[config.mk]
export PLATFORM = sky130hd
export DESIGN_NAME = timer_reload_pwm_generator_unit
export DESIGN_NICKNAME = d
export VERILOG_FILES = /design/src/hdl/trpg_pkg.sv /design/src/hdl/trpg_ctrl.sv /design/src/hdl/trpg_dp.sv /design/src/hdl/timer_reload_pwm_generator_unit.sv
export SDC_FILE = /design/constraint.sdc
export NUM_CORES = 1
export LEC_CHECK = 0
export BUFFER_PORTS_ARGS = -buffer_cell sky130_fd_sc_hd__buf_4
export CORE_MARGIN = 10
export CORE_UTILIZATION = 59
export DETAILED_ROUTE_END_ITERATION = 6
export HOLD_SLACK_MARGIN = 0.08
export PLACE_DENSITY = 0.79
export RECOVER_POWER = 25
export SKIP_LAST_GASP = 1
export SLEW_MARGIN = 40
export SYNTH_ARGS = -nofsm -noshare
export SYNTH_HDL_FRONTEND = slang
export SYNTH_SLANG_ARGS = --single-unit
export TNS_END_PERCENT = 1
[constraint.sdc]
create_clock -name clk -period 6.7 [get_ports clk]
set_input_delay 1.34 -clock clk [delete_from_list [all_inputs] [get_ports clk]]
set_output_delay 1.34 -clock clk [all_outputs]
set_load 0.005 [all_outputs]
[src/hdl/trpg_pkg.sv]
`timescale 1ns / 1ps
// ----------------------------------------------------------------------------
// Timer reload PWM generator package
// Shared constants, register indexes, controller states and the command and
// status bundles between the controller and the datapath.
// ----------------------------------------------------------------------------
package trpg_pkg;

	localparam int DEF_TIMER_CLOCK_HZ = 921600;
	localparam int DEF_COUNTER_WIDTH  = 16;

	localparam int FREQ_W     = 16;
	localparam int DUTY_W     = 7;
	localparam int CFG_DATA_W = 16;
	localparam int CFG_IDX_W  = 2;
	localparam int TDATA_W    = 8;

	localparam logic [CFG_IDX_W-1:0] REG_RUN_ENABLE   = 2'd0;
	localparam logic [CFG_IDX_W-1:0] REG_FREQ_HZ      = 2'd1;
	localparam logic [CFG_IDX_W-1:0] REG_DUTY_PERCENT = 2'd2;

	localparam logic [FREQ_W-1:0] FREQ_RESET = 16'd100;
	localparam logic [FREQ_W-1:0] MIN_FREQ   = 16'd15;
	localparam logic [DUTY_W-1:0] DUTY_RESET = 7'd50;
	localparam logic [DUTY_W-1:0] PERCENT    = 7'd100;

	typedef enum logic [4:0] {
		ST_IDLE  = 5'b00001,
		ST_DIV1  = 5'b00010,
		ST_MUL   = 5'b00100,
		ST_SCALE = 5'b01000,
		ST_FIN   = 5'b10000
	} ctrl_state_t;

	typedef struct packed {
		logic wr_freq;
		logic wr_duty;
		logic snap;
		logic start;
		logic step;
		logic mul;
		logic scale;
		logic fin;
		logic load_ctr;
		logic stop;
		logic running;
	} ctrl_cmd_t;

	typedef struct packed {
		logic div_last;
	} dp_status_t;

endpackage

[src/hdl/trpg_ctrl.sv]
`timescale 1ns / 1ps
// ----------------------------------------------------------------------------
// Timer reload PWM generator controller
// Decodes register writes, keeps the run state and sequences the reload
// computation through one divider pass, a multiply and a reciprocal scaling.
// ----------------------------------------------------------------------------
module trpg_ctrl (
	input  logic                              clk,
	input  logic                              arst_n,
	input  logic                              cfg_we,
	input  logic [trpg_pkg::CFG_IDX_W-1:0]    cfg_index,
	input  logic                              cfg_run_bit,
	input  trpg_pkg::dp_status_t              status,
	output trpg_pkg::ctrl_cmd_t               cmd,
	output logic                              busy
);

	trpg_pkg::ctrl_state_t state_q, state_nx;
	logic running_q, load_pend_q, req_q;
	logic wr_run, run1, run0, start;

	assign wr_run = cfg_we && (cfg_index == trpg_pkg::REG_RUN_ENABLE);
	assign run1   = wr_run && cfg_run_bit;
	assign run0   = wr_run && !cfg_run_bit;
	assign start  = (state_q == trpg_pkg::ST_IDLE) && req_q && !run0;

	always_comb begin
		state_nx = state_q;
		unique case (state_q)
			trpg_pkg::ST_IDLE: begin
				if (start) state_nx = trpg_pkg::ST_DIV1;
			end
			trpg_pkg::ST_DIV1: begin
				if (status.div_last) state_nx = trpg_pkg::ST_MUL;
			end
			trpg_pkg::ST_MUL: begin
				state_nx = trpg_pkg::ST_SCALE;
			end
			trpg_pkg::ST_SCALE: begin
				state_nx = trpg_pkg::ST_FIN;
			end
			trpg_pkg::ST_FIN: begin
				state_nx = trpg_pkg::ST_IDLE;
			end
			default: begin
				state_nx = trpg_pkg::ST_IDLE;
			end
		endcase
		if (run0) state_nx = trpg_pkg::ST_IDLE;
	end

	always_ff @(posedge clk or negedge arst_n) begin
		if (!arst_n) begin
			state_q     <= trpg_pkg::ST_IDLE;
			running_q   <= 1'b0;
			load_pend_q <= 1'b0;
			req_q       <= 1'b0;
		end else begin
			state_q <= state_nx;
			if (run0) begin
				running_q   <= 1'b0;
				load_pend_q <= 1'b0;
				req_q       <= 1'b0;
			end else begin
				if (run1) running_q <= 1'b1;
				if (run1 && !running_q) begin
					load_pend_q <= 1'b1;
				end else if (state_q == trpg_pkg::ST_FIN) begin
					load_pend_q <= 1'b0;
				end
				if (run1) begin
					req_q <= 1'b1;
				end else if (start) begin
					req_q <= 1'b0;
				end
			end
		end
	end

	always_comb begin
		cmd          = '0;
		cmd.wr_freq  = cfg_we && (cfg_index == trpg_pkg::REG_FREQ_HZ);
		cmd.wr_duty  = cfg_we && (cfg_index == trpg_pkg::REG_DUTY_PERCENT);
		cmd.snap     = run1;
		cmd.start    = start;
		cmd.step     = (state_q == trpg_pkg::ST_DIV1);
		cmd.mul      = (state_q == trpg_pkg::ST_MUL) && !run0;
		cmd.scale    = (state_q == trpg_pkg::ST_SCALE) && !run0;
		cmd.fin      = (state_q == trpg_pkg::ST_FIN) && !run0;
		cmd.load_ctr = load_pend_q;
		cmd.stop     = run0;
		cmd.running  = running_q;
	end

	assign busy = (state_q != trpg_pkg::ST_IDLE) || req_q;

	a_pend_running: assert property (@(posedge clk) disable iff (!arst_n)
		load_pend_q |-> running_q)
		else $error("counter load pending while stopped");

	a_busy_running: assert property (@(posedge clk) disable iff (!arst_n)
		(state_q != trpg_pkg::ST_IDLE) |-> running_q)
		else $error("reload computation active while stopped");

	a_fin_idle: assert property (@(posedge clk) disable iff (!arst_n)
		(state_q == trpg_pkg::ST_FIN) |=> (state_q == trpg_pkg::ST_IDLE))
		else $error("controller did not return to idle after finishing");

endmodule

[src/hdl/trpg_dp.sv]
`timescale 1ns / 1ps
// ----------------------------------------------------------------------------
// Timer reload PWM generator datapath
// Holds the registers, a one-bit-per-cycle restoring divider for the period,
// the duty multiplier, a reciprocal scaling by one hundred, the reload
// values, the phase counter and the output beat.
// ----------------------------------------------------------------------------
module trpg_dp #(
	parameter int TIMER_CLOCK_HZ = trpg_pkg::DEF_TIMER_CLOCK_HZ,
	parameter int COUNTER_WIDTH  = trpg_pkg::DEF_COUNTER_WIDTH
) (
	input  logic                               clk,
	input  logic                               arst_n,
	input  trpg_pkg::ctrl_cmd_t                cmd,
	input  logic [trpg_pkg::CFG_DATA_W-1:0]    cfg_data,
	input  logic                               accept,
	input  logic                               tick,
	input  logic                               m_tready,
	output logic                               m_tvalid,
	output logic                               pwm_level,
	output logic                               phase_overflow,
	output logic                               out_free,
	output trpg_pkg::dp_status_t               status
);

	localparam int CW       = COUNTER_WIDTH;
	localparam int CLK_BITS = $clog2(TIMER_CLOCK_HZ + 1);
	localparam int NW       = (CLK_BITS > CW + 8) ? CLK_BITS : CW + 8;
	localparam int CNT_W    = $clog2(NW);
	localparam int FW       = trpg_pkg::FREQ_W;
	localparam int DW       = trpg_pkg::DUTY_W;
	localparam int PW       = CW + 8;
	localparam int RSH      = PW + 7;
	localparam int RW       = PW + 2;
	localparam logic [CW:0] SPAN = {1'b1, {CW{1'b0}}};
	localparam logic [63:0] RECIP_L = ((64'd1 << RSH) + 64'(trpg_pkg::PERCENT) - 64'd1)
		/ 64'(trpg_pkg::PERCENT);
	localparam logic [RW-1:0] RECIP = RECIP_L[RW-1:0];

	logic [FW-1:0]    freq_q, snap_freq_q, freq_clamp;
	logic [DW-1:0]    duty_q, snap_duty_q, act_duty_q, duty_clamp;
	logic [CW:0]      period_q, period_sat, hi_q, lo, neg_hi, neg_lo;
	logic [FW-1:0]    rem_q, dvs_q, rem_nx;
	logic [NW-1:0]    quo_q;
	logic [CNT_W-1:0] div_cnt_q;
	logic [FW:0]      shifted;
	logic [FW+1:0]    diff;
	logic             ge;
	logic [PW-1:0]    prod;
	logic [PW+RW-1:0] scaled;
	logic [CW-1:0]    high_reload_q, low_reload_q, ctr_q, ctr_inc;
	logic             level_q, tick_run, wrap, level_nx;
	logic             m_tvalid_q, m_level_q, m_ovf_q;

	assign freq_clamp = (snap_freq_q < trpg_pkg::MIN_FREQ) ? trpg_pkg::MIN_FREQ : snap_freq_q;
	assign duty_clamp = (snap_duty_q > trpg_pkg::PERCENT) ? trpg_pkg::PERCENT : snap_duty_q;

	assign shifted = {rem_q, quo_q[NW-1]};
	assign diff    = {1'b0, shifted} - {2'b00, dvs_q};
	assign ge      = !diff[FW+1];
	assign rem_nx  = ge ? diff[FW-1:0] : shifted[FW-1:0];

	assign period_sat = (quo_q > NW'(SPAN)) ? SPAN : quo_q[CW:0];
	assign prod       = PW'(period_sat) * PW'(act_duty_q);

	// The high count is the registered product divided by one hundred, done as a
	// multiply by a rounded-up reciprocal that is exact over the product range.
	assign scaled = (PW + RW)'(quo_q[PW-1:0]) * (PW + RW)'(RECIP);

	assign lo     = period_q - hi_q;
	assign neg_hi = '0 - hi_q;
	assign neg_lo = '0 - lo;

	assign status.div_last = (div_cnt_q == CNT_W'(NW - 1));

	always_ff @(posedge clk or negedge arst_n) begin
		if (!arst_n) begin
			freq_q <= trpg_pkg::FREQ_RESET;
			duty_q <= trpg_pkg::DUTY_RESET;
		end else begin
			if (cmd.wr_freq) freq_q <= cfg_data[FW-1:0];
			if (cmd.wr_duty) duty_q <= cfg_data[DW-1:0];
		end
	end

	always_ff @(posedge clk) begin
		if (cmd.snap) begin
			snap_freq_q <= freq_q;
			snap_duty_q <= duty_q;
		end
		if (cmd.start) begin
			quo_q      <= NW'(TIMER_CLOCK_HZ);
			rem_q      <= '0;
			dvs_q      <= freq_clamp;
			act_duty_q <= duty_clamp;
			div_cnt_q  <= '0;
		end else if (cmd.mul) begin
			period_q <= period_sat;
			quo_q    <= NW'(prod);
		end else if (cmd.step) begin
			quo_q     <= {quo_q[NW-2:0], ge};
			rem_q     <= rem_nx;
			div_cnt_q <= div_cnt_q + 1'b1;
		end
		if (cmd.scale) hi_q <= scaled[RSH +: CW + 1];
	end

	assign tick_run = accept && cmd.running && tick;
	assign ctr_inc  = ctr_q + 1'b1;
	assign wrap     = tick_run && (ctr_inc == '0);
	assign level_nx = wrap ? !level_q : level_q;

	always_ff @(posedge clk or negedge arst_n) begin
		if (!arst_n) begin
			high_reload_q <= '0;
			low_reload_q  <= '0;
			ctr_q         <= '0;
			level_q       <= 1'b0;
		end else if (cmd.stop) begin
			high_reload_q <= '0;
			low_reload_q  <= '0;
			level_q       <= 1'b0;
		end else if (cmd.fin) begin
			high_reload_q <= neg_hi[CW-1:0];
			low_reload_q  <= neg_lo[CW-1:0];
			if (cmd.load_ctr) begin
				ctr_q   <= neg_hi[CW-1:0];
				level_q <= 1'b1;
			end
		end else if (tick_run) begin
			if (wrap) begin
				ctr_q   <= level_q ? low_reload_q : high_reload_q;
				level_q <= level_nx;
			end else begin
				ctr_q <= ctr_inc;
			end
		end
	end

	assign out_free = !m_tvalid_q || m_tready;

	always_ff @(posedge clk or negedge arst_n) begin
		if (!arst_n) begin
			m_tvalid_q <= 1'b0;
		end else if (accept) begin
			m_tvalid_q <= 1'b1;
		end else if (m_tready) begin
			m_tvalid_q <= 1'b0;
		end
	end

	always_ff @(posedge clk) begin
		if (accept) begin
			m_level_q <= cmd.running && level_nx;
			m_ovf_q   <= wrap;
		end
	end

	assign m_tvalid       = m_tvalid_q;
	assign pwm_level      = m_level_q;
	assign phase_overflow = m_ovf_q;

	a_low_when_stopped: assert property (@(posedge clk) disable iff (!arst_n)
		!cmd.running |-> !level_q)
		else $error("output level high while stopped");

endmodule

[src/hdl/timer_reload_pwm_generator_unit.sv]
`timescale 1ns / 1ps
// Latency: a result beat appears in the cycle after its input beat is taken.
// Throughput: one tick beat per cycle while no reload computation runs and the output has room.
// Writing 1 to run_enable starts a computation through the bit-serial period
// divider, a multiply and a reciprocal scaling; no beat is taken then.
// Reset clears the run state, the counter and the reloads and loads the
// register defaults; the output channel comes up empty.
// ----------------------------------------------------------------------------
// Timer reload PWM generator
// Stream wrapper joining the controller and the datapath, with the beat
// handshake on both sides and a plain register write port.
// ----------------------------------------------------------------------------
module timer_reload_pwm_generator_unit #(
	parameter int TIMER_CLOCK_HZ = trpg_pkg::DEF_TIMER_CLOCK_HZ,
	parameter int COUNTER_WIDTH  = trpg_pkg::DEF_COUNTER_WIDTH
) (
	input  logic                              clk,
	input  logic                              arst_n,
	input  logic                              s_tvalid,
	output logic                              s_tready,
	input  logic [trpg_pkg::TDATA_W-1:0]      s_tdata,   // tick
	output logic                              m_tvalid,
	input  logic                              m_tready,
	output logic [trpg_pkg::TDATA_W-1:0]      m_tdata,   // pwm_level, phase_overflow
	input  logic                              cfg_we,
	input  logic [trpg_pkg::CFG_IDX_W-1:0]    cfg_index,
	input  logic [trpg_pkg::CFG_DATA_W-1:0]   cfg_data
);

	trpg_pkg::ctrl_cmd_t  cmd;
	trpg_pkg::dp_status_t status;
	logic busy, out_free, accept, pwm_level, phase_overflow;

	assign s_tready = !busy && out_free;
	assign accept   = s_tvalid && s_tready;

	trpg_ctrl u_ctrl (
		.clk         (clk),
		.arst_n      (arst_n),
		.cfg_we      (cfg_we),
		.cfg_index   (cfg_index),
		.cfg_run_bit (cfg_data[0]),
		.status      (status),
		.cmd         (cmd),
		.busy        (busy)
	);

	trpg_dp #(
		.TIMER_CLOCK_HZ (TIMER_CLOCK_HZ),
		.COUNTER_WIDTH  (COUNTER_WIDTH)
	) u_dp (
		.clk            (clk),
		.arst_n         (arst_n),
		.cmd            (cmd),
		.cfg_data       (cfg_data),
		.accept         (accept),
		.tick           (s_tdata[0]),
		.m_tready       (m_tready),
		.m_tvalid       (m_tvalid),
		.pwm_level      (pwm_level),
		.phase_overflow (phase_overflow),
		.out_free       (out_free),
		.status         (status)
	);

	assign m_tdata = {{(trpg_pkg::TDATA_W - 2){1'b0}}, phase_overflow, pwm_level};

endmodule

## Word level (Yosys, flattened, before mapping)

Index checks and enable logic that the tools add are counted.

- Word-level logic and storage cells: 124
- Input port bits: 31
- Bits in registers: 206
- Output and inout bits: 10

- Eq/ne operators: 13
- Multiply operators: 2
- Add/subtract/negate cells: 6
- Magnitude comparators: 3
- Bitwise gates (word level): 3
- Muxes and demuxes: 33
- Reductions and logical operators: 42

Operators with widths:

| cell | number |
|---|---|
| $mux 16 | 10 |
| $mux 24 | 2 |
| $mul 24x25->47 const B | 1 |
| $sub 1x16->16 const A | 2 |
| $gt 24x17->1 const B | 1 |
| $mul 17x7->24 | 1 |
| $pmux 5 s4 | 1 |
| $sub 17x16->18 | 1 |
| $logic_and 1x1->1 | 17 |
| $mux 17 | 1 |
| $add 16x1->16 const B | 1 |
| $logic_not 16->1 | 1 |
| $lt 16x4->1 const B | 1 |
| $mux 1 | 16 |
| $sub 16x16->16 | 1 |
| $mux 5 | 3 |
| $reduce_bool 3->1 | 4 |
| $eq 5x5->1 const B | 2 |
| $reduce_bool 2->1 | 5 |
| $ne 3x1->1 const B | 3 |
| $gt 7x7->1 const B | 1 |
| $logic_not 1->1 | 7 |
| $reduce_and 2->1 | 3 |
| $reduce_and 3->1 | 2 |
| 12 further kinds | 15 |

## Logic depth before layout (Yosys ltp)

Gate-level depths: netlist (run 1).

- Depth in word-level cells: 13
- Mapped depth: 28
- Mapped depth without buffers: 27

## By module

A second synthesis (run 1) with hierarchy kept.

- Cells, all modules: 2388
- Area, all modules: 23704.0 um^2

Modules (own cells, without submodules):

| module | times used | area an instance (um^2) | seq. area each (um^2) | cells an instance |
|---|---|---|---|---|
| trpg_dp | 1 | 23062.1 | 5137.4 | 2320 |
| trpg_ctrl | 1 | 563.0 | 201.4 | 57 |
| timer_reload_pwm_generator_unit | 1 | 78.8 | 0.0 | 11 |

## Least setup slack after synthesis (run 1)

OpenSTA, ideal clock, no wires.

- Path type: register to register
- Start point: reg u_dp.quo_q[16]
- End point: reg u_dp.quo_q[22]
- Data required time: 6566 ps
- Library setup time: 134 ps
- Cell stages (with the launch flop): 29
- Path buffers: 1
- Slack: 57 ps
- Clock period less this slack: 6643 ps
- Arrival: 6509 ps
- Path through: dfxtp_1 -> inv_1 -> ha_1 -> nand2b_1 -> nand3_1 -> nand2_1 -> a22oi_1 -> clkbuf_1 -> nor2_1 -> and2_1 -> fa_1 -> inv_1 -> fa_1 -> inv_1 -> fa_1 -> inv_1 -> fa_1 -> inv_1 -> ha_1 -> a2111oi_2 -> o21ai_1 -> a41oi_1 -> o21ai_1 -> a211oi_2 -> o21bai_1 -> a21oi_1 -> o21ai_0 -> xnor2_1 -> o22ai_1

- Cells in the longest elaborated chain, start to end: 4

Ends and longest elaborated chain:

| item | line | source |
|---|---|---|
| from (decl) | trpg_dp.sv:44 | `logic [NW-1:0] quo_q;` |
| from (signal assigned) | trpg_dp.sv:92 | `quo_q <= NW'(TIMER_CLOCK_HZ);` |
| from (signal assigned) | trpg_dp.sv:99 | `quo_q <= NW'(prod);` |
| from (signal assigned) | trpg_dp.sv:101 | `quo_q <= {quo_q[NW-2:0], ge};` |
| $gt 24x17->1 | trpg_dp.sv:63 | `assign period_sat = (quo_q > NW'(SPAN)) ? SPAN : quo_q[CW:0];` |
| $mux 17 | trpg_dp.sv:63 |  |
| via u_dp.period_sat[4] | trpg_dp.sv:42 | `logic [CW:0] period_q, period_sat, hi_q, lo, neg_hi, neg_lo;` |
| $mul 17x7->24 | trpg_dp.sv:64 | `assign prod = PW'(period_sat) * PW'(act_duty_q);` |
| $mux 24 | trpg_dp.sv:97 | `end else if (cmd.mul) begin` |

The timed path passes the listed nets, and every way through them passes these cells.
A chain may end at the register's enable or synchronous reset.

## Final worst setup path (run 1)

- Start point: reg u_dp.quo_q[8]
- End point: reg u_dp.hi_q[14], data pin

- Cells in the longest elaborated chain, start to end: 1

Ends and longest elaborated chain:

| item | line | source |
|---|---|---|
| $mul 24x25->47 | trpg_dp.sv:68 | `assign scaled = (PW + RW)'(quo_q[PW-1:0]) * (PW + RW)'(RECIP);` |
| via u_dp.scaled[45] | trpg_dp.sv:50 | `logic [PW+RW-1:0] scaled;` |
| to (signal assigned) | trpg_dp.sv:105 | `if (cmd.scale) hi_q <= scaled[RSH +: CW + 1];` |
| to (decl) | trpg_dp.sv:42 |  |

The timed path passes the listed nets, and every way through them passes these cells.

==> qor.csv, run 1 <==
metric;value;unit
wl_per_cell;18.7;µm
first_global_vias;18000;
antenna_found_initial;0;
netlist_area;23300;µm²
finalSetupTns;0;ps
cts_buffers;22;
cts_tree;done;
io_pins;41;
htree_levels;1;
clk_pin_slew;60;ps
dr_total_vias;17300;
core;38800;µm²
grt_pass1_wl;92200;µm
finClkSkew;20.8;ps
critPathArrivalTime;6860;ps
max_freq;0.151;GHz
io_buffers;27;
cellPowerDensity;262;nW/µm²
grt_util_all_layers;0.238;
holdPathEnd;u_dp.dvs_q[11];
drc;0;
postSynthCellCount;2386;
die_h;219;µm
dp_cells;2994;
cts_root_buf;clkbuf_16;
synth-seq-cells;206;
min_path_cells;0;
ys.flop_type;edfxtp_1;
die_area;47800;µm²
yosysSeqAreaShare;0.229;
max_slew_margin;-0.0741;
leakage;0.0130;µW
grt_setup_unrepaired;true;
post_drt_via_cell_ratio;5.69;
critical_path_required;6950;ps
drt_wl_total;56900;µm
ant_nets;0;
violations;max-capacitance violations, max-slew violations;
synth_cell_types;81;
fin_cells;3044;
critPathKind;reg2reg;
critPathMaxFanout;4;
synth_warnings;0;
finalCritPeriodShare;0.987;
drtIter0Drc;1296;
max_slew.worst_pin.slew;1610;ps
vdd_drop_max;0.000226;V
syn_avg_cell_area;9.76;µm²
async_reset_ff_frac;0.393;
synth-edff-count;80;
finalPower;6770;µW
min_path_type;reg2reg;
clock_path_buffers;3;
maxCapViolations;1;
fp.dieW;219;µm
fin_crit;6610;ps
grt_overflow;0;
clkLatencyLatePin;510;ps
start_util;0.600;
synthToLayoutAreaGrowth;11.1;%
cts_sinks;206;
maxSlewViolCount;30;
final_core_util;0.667;
final_nets;3145;
place_congestion;0.970;
endpoint_kind;flop;
post_route_cells_drive_above_1_share;0.128;
setup_viol;0;
ff2ff_setup_slack;90;ps
worstHoldStart;u_dp.snap_freq_q[11];
std_cell_rows;72;
post-place-ws;-218;ps
outcome;complete, but fails checks;
dp_hpwl;46400;µm
dr.pass1.iters;6;
reg2reg_from;u_dp.quo_q[8];
rr_worst_depth;23;
antenna_cells;0;
cp-start-kind;flop;
layout_setup_ws;87.3;ps
grt_max_degree;63;
hold_violations;0;
r2r_end;u_dp.hi_q[14];
[sequential cells by signal, summed over array words and instances (netlist names)]
name,count
u_dp.snap_duty_q,7
u_dp.phase_overflow,1
u_dp.low_reload_q,16
u_dp.div_cnt_q,5
u_dp.snap_freq_q,16
u_dp.level_q,1
u_dp.pwm_level,1
u_dp.act_duty_q,7
u_dp.ctr_q,16
u_dp.freq_q,16
u_dp.rem_q,16
u_ctrl.running_q,1
u_dp.m_tvalid,1
u_dp.period_q,16
u_dp.high_reload_q,16
u_dp.dvs_q,16
u_dp.duty_q,7
u_dp.quo_q,24
u_ctrl.state_q,5
u_ctrl.req_q,1
u_dp.hi_q,16
u_ctrl.load_pend_q,1
[cell type report]
cell class | count | area, µm²
multi-input combinational | 1626 | 16100
fill | 2982 | 12900
sequential | 206 | 5370
inverter | 483 | 1810
timing repair buffer | 171 | 1300
tap | 518 | 648
clock buffer | 32 | 629
clock inverter | 8 | 76.3
[stage by stage]
step | instance area, µm² | hold slack (ps)
final | 25900 | 444
after floorplan | 23300 | 419
after global routing | 25900 | 447
after global placement | 24900 | 427
after detailed placement | 24900 | 434
after CTS | 25600 | 440
[placed cells by master (no fill, tap or decap), types with 9 or more instances in the layout]
master / netlist / final
mux2i_1: 9 / 9
fa_1: 277 / 272
edfxtp_1: 80 / 80
nand2b_1: 15 / 15
clkbuf_16: 0 / 23
a211oi_1: 14 / 12
a22oi_1: 17 / 16
nor4_1: 12 / 10
inv_1: 482 / 479
buf_4: 14 / 166
o21ai_0: 100 / 98
xnor2_1: 50 / 50
a21oi_1: 115 / 111
nand4_1: 17 / 17
ha_1: 327 / 320
nor2_1: 100 / 96
nor2b_1: 19 / 17
nand2_1: 145 / 145
o22ai_1: 17 / 17
nor3_1: 33 / 32
dfxtp_2: 0 / 13
mux2_2: 33 / 33
xor2_1: 36 / 36
and3_1: 14 / 12
a21o_1: 20 / 20
dfxtp_1: 45 / 29
dfrtp_1: 74 / 73
nand3_1: 25 / 25
and2_1: 97 / 97
o21a_1: 12 / 12
[synth_stat cells (all sizes together), types with 3 or more instances]
library cell    n  area (µm²)
clkbuf         54         203
o22ai          17         106
and3           14        87.6
nor2b          19         119
o211ai          7        52.6
edfxtp         80        2400
nand2         145         544
a31o            4        35.0
a21boi          4        30.0
o21ai         107         539
a211oi         16         130
fa            277        5550
nor3           37         211
nand3b          8        60.1
a21o           20         150
inv           482        1810
buf            22         143
or2             9        56.3
nor4           13        96.3
a21oi         116         584
nor2          103         399
xnor2          50         438
mux2i           9        90.1
o21bai          6        45.0
ha            327        4090
mux2           33         372
a31oi           7        43.8
xor2           36         315
nand4          19         131
o41ai           3        33.8
a2111oi         3        40.0
and2           97         607
nand3          26         143
o21a           12        90.1
or3             8        50.1
a221oi          9        78.8
a22oi          17         128
nand2b         15        93.8
dfrtp          74        1850
dfxtp          45         901
dfstp           7         184
[critical path, cell delays in order (launching register included)]
cell,delay (ps)
dfxtp_2,330
fa_2,590
fa_1,460
inv_2,80
fa_1,440
fa_1,520
inv_1,50
fa_1,470
fa_1,540
inv_1,60
fa_1,490
inv_1,70
ha_4,270
nand4_1,170
nor3_1,180
o311ai_1,130
nand3b_1,260
a222oi_1,120
buf_4,180
a31oi_4,280
nand4_4,150
o211ai_1,270
a21oi_2,100
xnor2_1,150
[what timing repair did]
action,CTS,global route
pin swaps,2,37
setup endpoints to repair,13,17
cloned,0,0
hold buffers,0,0
setup buffers,0,10
resized for setup,7,53
[worst max path at each step]
stage / from / end / depth (start not counted)
final: u_dp.quo_q[8] / u_dp.hi_q[14] / 23
after global routing: u_dp.quo_q[1] / u_dp.hi_q[10] / 26
after CTS: u_dp.quo_q[7] / u_dp.hi_q[7] / 23
after detailed placement: u_dp.quo_q[7] / u_dp.hi_q[14] / 23
after global placement: u_dp.quo_q[4] / u_dp.hi_q[14] / 23
after floorplan: u_dp.quo_q[16] / u_dp.quo_q[22] / 28
[logic make-up (layout without fill, tap and decap cells)]
kind of cell,count (synthesis),after routing,share of synthesized area
fa+ha+maj,604,604,0.414
buf+inv,559,694,0.0926
simple gates,522,522,0.115
compound gates,366,366,0.0967
flops,206,206,0.229
xor+xnor,86,86,0.0323
mux,42,42,0.0198
other cells,1,6,0.000161
[power breakdown]
| group | internal (µW) | total [µW] | switching, µW | leakage (µW) |
|---|---|---|---|---|
| combinational | 1760 | 3920 | 2160 | 0.0105 |
| clock | 695 | 1200 | 503 | 0.000346 |
| sequential | 1540 | 1650 | 118 | 0.00211 |
| total | 3990 | 6770 | 2780 | 0.0130 |
[layer usage]
layer	wire [µm]	up-vias	global-route usage	part of all wire
li1	-	8025	-	-
met2	28400	495	0.416	0.50
met5	0	-	0	0
met3	3010	110	0.0242	0.053
met1	23900	8677	0.308	0.42
met4	1640	0	0.0644	0.029
No activity file was read; power rests on OpenSTA's default activity.
==> run 2: changes to the inputs <==
- CORE_UTILIZATION: 59 -> 64
- PLACE_DENSITY: 0.79 -> 0.81
- clock period: 6.7 -> 7.1 ns (I/O delays scaled with it)
==> run 2 against run 1 <==
Against the previous run: the run still ends with max-capacitance violations, max-slew violations left; critical path depth decreased by 1; highest routed layer unchanged; worst hold slack improved by 8.6 ps; via count decreased by 0.39%; core utilization increased by 4.0 points; wire length increased by 0.22%.
==> qor.csv, run 2 (same netlist as run 1, synthesis figures left out) <==
metric;value;unit
core;35700;µm²
htree_levels;1;
worstHoldStart;u_dp.snap_duty_q[5];
reg2reg_from;u_dp.quo_q[3];
final_nets;3088;
antenna_cells;0;
hold_buffers;0;
max_freq;0.145;GHz
grt_pass1_wl;92600;µm
post_drt_via_cell_ratio;5.88;
cp_slowest_cell;fa_1;
largest_reg_flops;24;
clock_path_buffers;3;
fp.dieW;211;µm
cts_sinks;206;
setup_viol;0;
synthToLayoutAreaGrowth;8.48;%
top_register;u_dp.quo_q;
max_slew_margin;-1.61;
hold_violations;0;
finalSetupTns;0;ps
die_h;211;µm
critical-path-top-delay-family;adder cells;
fin_crit;6900;ps
cp.buffers_inverters;4;
std_cell_rows;69;
layout_commonest_cell;inv_1;
critPathArrivalTime;7160;ps
drc;0;
critPathMaxStageDelay;590;ps
cts_root_buf;clkbuf_16;
place_congestion;1.03;
dr_total_vias;17200;
dp_hpwl;46800;µm
crit_top_cell;fa_1;
antenna_found_initial;0;
drtIter0Drc;1328;
cp-start-kind;flop;
io_buffers;27;
vdd_drop_max;0.000253;V
grt_max_degree;74;
grt_setup_unrepaired;true;
die_area;44400;µm²
clk_pin_slew;70;ps
outcome;complete, but fails checks;
violations;max-capacitance violations, max-slew violations;
first_global_vias;17800;
finalCritPeriodShare;0.972;
path_cells;fa_1 > inv_1 > fa_1 > fa_1 > fa_1 > fa_1 > inv_1 > fa_1 > fa_1 > ha_1 > nand4_1 > nor3_2 > o311ai_1 > nand3b_1 > buf_4 > a222oi_1 > buf_4 > a31oi_2 > nand4_2 > o211ai_1 > a21oi_1 > xnor2_1;
whs;452;ps
finClkSkew;16.7;ps
place_area;24400;µm²
wl_per_cell;19.5;µm
critPathMaxFanout;6;
io_pins;41;
grt_overflow;0;
leakage;0.0127;µW
post_route_cells_drive_above_1_share;0.0952;
grt_util_all_layers;0.260;
cp-startpoint;u_dp.quo_q[3];
design_area;25300;µm²
dr.pass1.iters;5;
cellPowerDensity;250;nW/µm²
finalPower;6330;µW
maxSlewViolCount;74;
cts_buffers;22;
ant_nets;0;
max_slew.worst_pin.slew;3920;ps
start_util;0.652;
endpoint_kind;flop;
min_path_type;reg2reg;
cts_tree;done;
fillers;2648;
critical_path_required;7360;ps
drt_wl_total;57000;µm
maxCapViolations;1;
critPathKind;reg2reg;
layout_common_cells;481 x inv_1, 327 x ha_1, 277 x fa_1, 145 x nand2_1, 114 x a21oi_1;
clkLatencyLatePin;520;ps
run 2: cell types whose count changed in the layout (fill, tap and decap cells not counted), sizes merged:
cell	delta
bufinv	+1
clkbuf	+2
clkinv	-4
inv	+1
buf	-57
run 2: worst paths after layout:
check | slack [ps] | to | depth (start not counted)
max in group asynchronous | 1840 | u_dp.level_q | 2
max reg2reg | 200 | u_dp.hi_q[14] | 22
min reg2reg | 450 | u_dp.act_duty_q[5] | 0
min in group asynchronous | 850 | u_dp.high_reload_q[3] | 1
max | 200 | u_dp.hi_q[14] | 22
min | 450 | u_dp.act_duty_q[5] | 0
run 2: worst reg2reg max path: stages (launching register included):
cell	delay, ps
dfxtp_2	370
fa_1	480
inv_1	150
fa_1	500
fa_1	590
fa_1	460
fa_1	550
inv_1	50
fa_1	530
fa_1	470
ha_1	360
nand4_1	170
nor3_2	250
o311ai_1	170
nand3b_1	140
buf_4	170
a222oi_1	80
buf_4	170
a31oi_2	260
nand4_2	190
o211ai_1	290
a21oi_1	130
xnor2_1	130
run 2: where the power goes:
group	switching [µW]	total (µW)	leakage [µW]	internal, µW
clock	483	1240	0.000390	754
sequential	113	1560	0.00210	1450
combinational	1970	3530	0.0103	1560
total	2570	6330	0.0127	3760
run 2: per-layer routing:
metal,up-vias,share of wire,global-route usage
met1,8636,0.43,0.356
met5,-,0,0
li1,7909,-,-
met4,0,0.022,0.0572
met2,593,0.48,0.435
met3,101,0.068,0.0337
run 2: timing repair:
action | 4_1_cts | 5_1_grt
setup endpoints to repair | 3 | 12
gates resized for setup | 1 | 11
buffers inserted | 0 | 1
pin swaps | 0 | 2
run 2: final cells by class:
cell class | count | area (µm²) | area share
Clock buffer | 34 | 698 | 0.0276
Clock inverter | 6 | 91.3 | 0.00361
Inverter | 483 | 1810 | 0.0718
Multi-Input combinational cell | 1626 | 15900 | 0.628
Sequential cell | 206 | 5350 | 0.212
Tap cell | 461 | 577 | 0.0228
Timing Repair Buffer | 114 | 865 | 0.0342
run 2: metrics by stage:
stage	cells	utilization	setup slack, ps
after floorplan	2391	-	457
after global placement	2888	0.683	-45.3
after detailed placement	2888	0.684	-63.3
after CTS	2928	0.706	24.8
after global routing	2930	0.707	-48.5
final	2930	0.707	198
==> run 3: changes to the inputs <==
- ABC_AREA: default -> 1
==> run 3 against run 2 <==
Against the previous run: the run ends with design-rule violations, max-capacitance violations, max-slew violations left; final cell count up 22%; die area rose by 5.4%; flip-flop and latch count unchanged; critical path depth increased by 4; worst hold slack lost 7.2 ps; final area up 4.8%; wire length grew 13%; sequential share of layout area shrank 0.98 points; first-iteration DRC count rose by 33%; worst setup slack better by 380 ps; global-route usage rose by 1.2 points; critical path type unchanged.
==> qor.csv, run 3 <==
metric;value;unit
critical_path_required;7560;ps
synth_warnings;0;
synth.top_cell.area_share;0.225;
post_drt_via_cell_ratio;5.63;
critPathMaxStageDelay;570;ps
outcome;complete, but fails checks;
clock_path_buffers;3;
layout_common_cells;680 x inv_1, 471 x nand2_1, 327 x ha_1, 298 x nor2_1, 277 x fa_1;
setup_viol;0;
fp.dieW;216;µm
async_reset_ff_frac;0.393;
yosys.cell_count.top_type;inv_1;
drtIter0Drc;1772;
synth_cell_types;52;
top_register;u_dp.quo_q;
dp_hpwl;53200;µm
cp_slowest_cell;fa_1;
std_cell_rows;71;
drt_wl_total;64300;µm
cts_buffers;24;
maxSlewViolCount;72;
final_nets;3674;
finalCritPeriodShare;0.919;
dr_total_vias;20100;
yosysSeqAreaShare;0.216;
antenna_found_initial;0;
cp.buffers_inverters;7;
cts_root_buf;clkbuf_16;
cts_setup_buffers;0;
violations;design-rule violations, max-capacitance violations, max-slew violations;
wl_per_cell;18.0;µm
grt_pass1_wl;103000;µm
place_congestion;1.01;
dr.pass1.iters;7;
grt_util_all_layers;0.272;
drc;1;
grt_overflow;0;
endpoint_kind;flop;
io_pins;41;
post_route_cells_drive_above_1_share;0.0533;
synth-edff-count;80;
postSynthCellCount;3004;
htree_levels;1;
max_freq;0.153;GHz
critPathMaxFanout;16;
finClkSkew;21.4;ps
finalSetupTns;0;ps
die_h;216;µm
critPathKind;reg2reg;
cts_sinks;206;
synth_common_cells;681 x inv_1, 471 x nand2_1, 327 x ha_1;
synthTopCellsByArea;fa_1 22%, ha_1 17%, inv_1 10%;
cts_tree;done;
fin_crit;6530;ps
cp-start-kind;flop;
crit_top_cell;inv_1;
start_util;0.652;
hold_violations;0;
fillers;3014;
design_area;26500;µm²
largest_reg_flops;24;
clkLatencyLatePin;540;ps
synth_top_cell_by_area;fa_1;
clk_pin_slew;60;ps
synth-seq-cells;206;
core;37800;µm²
hold_buffers;0;
ctsResizeCount;0;
synthToLayoutAreaGrowth;7.25;%
critical-path-top-delay-family;adder cells;
maxCapViolations;1;
first_global_vias;20100;
layout_commonest_cell;inv_1;
antenna_cells;0;
max_slew_margin;-1.54;
io_buffers;27;
register_area;5340;µm²
multi_input_area;16500;µm²
critPathArrivalTime;6990;ps
max_slew.worst_pin.slew;3800;ps
netlist_area;24700;µm²
die_area;46800;µm²
ant_nets;0;
place_area;25600;µm²
ys.flop_type;edfxtp_1;
min_path_type;reg2reg;
grt_max_degree;72;
grt_setup_unrepaired;false;
syn_avg_cell_area;8.22;µm²
-- run 3: cell count changes after synthesis, sizes merged, moves of 53 or more --
cell and change:
a21oi +53, and2 -93, inv +201, nand2 +329, nand3 +91, nor2 +208
-- run 3: final timing paths --
check | end | start | slack (ps) | cells after the start
setup / recovery | u_dp.quo_q[23] | u_dp.quo_q[5] | 570 | 26
hold / removal | u_dp.snap_freq_q[12] | u_dp.freq_q[12] | 450 | 0
setup reg to reg | u_dp.quo_q[23] | u_dp.quo_q[5] | 570 | 26
hold reg to reg | u_dp.snap_freq_q[12] | u_dp.freq_q[12] | 450 | 0
max in group asynchronous | u_dp.level_q | arst_n | 1950 | 2
min in group asynchronous | u_dp.ctr_q[2] | arst_n | 850 | 1
-- run 3: logic make-up after synthesis --
family / count (synthesis) / share of synthesized area
fa+ha+maj: 604 / 0.390
mux: 12 / 0.00532
flops: 206 / 0.216
buf+inv: 750 / 0.117
other cells: 1 / 0.000152
xor+xnor: 37 / 0.0131
simple gates: 985 / 0.166
compound gates: 409 / 0.0919
-- run 3: layout make-up --
cell class,instances,area share
clock inverters,12,0.00804
multi-input cells,2053,0.623
inverters,686,0.0973
repair buffers,68,0.0190
well taps,511,0.0242
flip-flops and latches,206,0.202
clock buffers,32,0.0265
-- run 3: per-stage QoR --
| stage | util | hold slack (ps) | instances | worst slack [ps] |
|---|---|---|---|---|
| global route | 0.699 | 461 | 3568 | 16.3 |
| CTS | 0.700 | 445 | 3568 | 686 |
| finish | 0.699 | 445 | 3568 | 574 |
| detailed placement | 0.675 | 431 | 3524 | 744 |
| floorplan | - | 419 | 3009 | 1450 |
| global placement | 0.675 | 427 | 3524 | 833 |
-- run 3: worst reg2reg max path, stage by stage (launching register included) --
cell,delay [ps]
dfxtp_1,550
inv_1,270
ha_1,260
nand4_1,70
nor2_1,50
nand3_1,70
nand2_1,70
inv_1,340
nor2_1,110
inv_1,260
nor2_1,110
fa_1,520
inv_1,50
fa_1,480
inv_1,70
fa_1,550
inv_1,60
fa_1,570
inv_1,50
ha_1,360
a21oi_1,270
a21boi_0,360
o21ai_0,280
a21o_1,220
nand2_1,50
nand3_1,210
a21oi_1,210
-- run 3: routing by layer --
| layer | vias up | share of wire | track usage | routed length (µm) |
|---|---|---|---|---|
| met5 | - | 0 | 0 | 0 |
| met4 | 0 | 0.033 | 0.0820 | 2110 |
| met3 | 141 | 0.070 | 0.0326 | 4480 |
| met2 | 738 | 0.48 | 0.459 | 31000 |
| met1 | 9697 | 0.42 | 0.362 | 26700 |
| li1 | 9506 | - | - | - |
Power of run 3 is left out: the tool's default activity adds up to more than one toggle a clock period on the data nets, which glitch-free logic cannot reach.
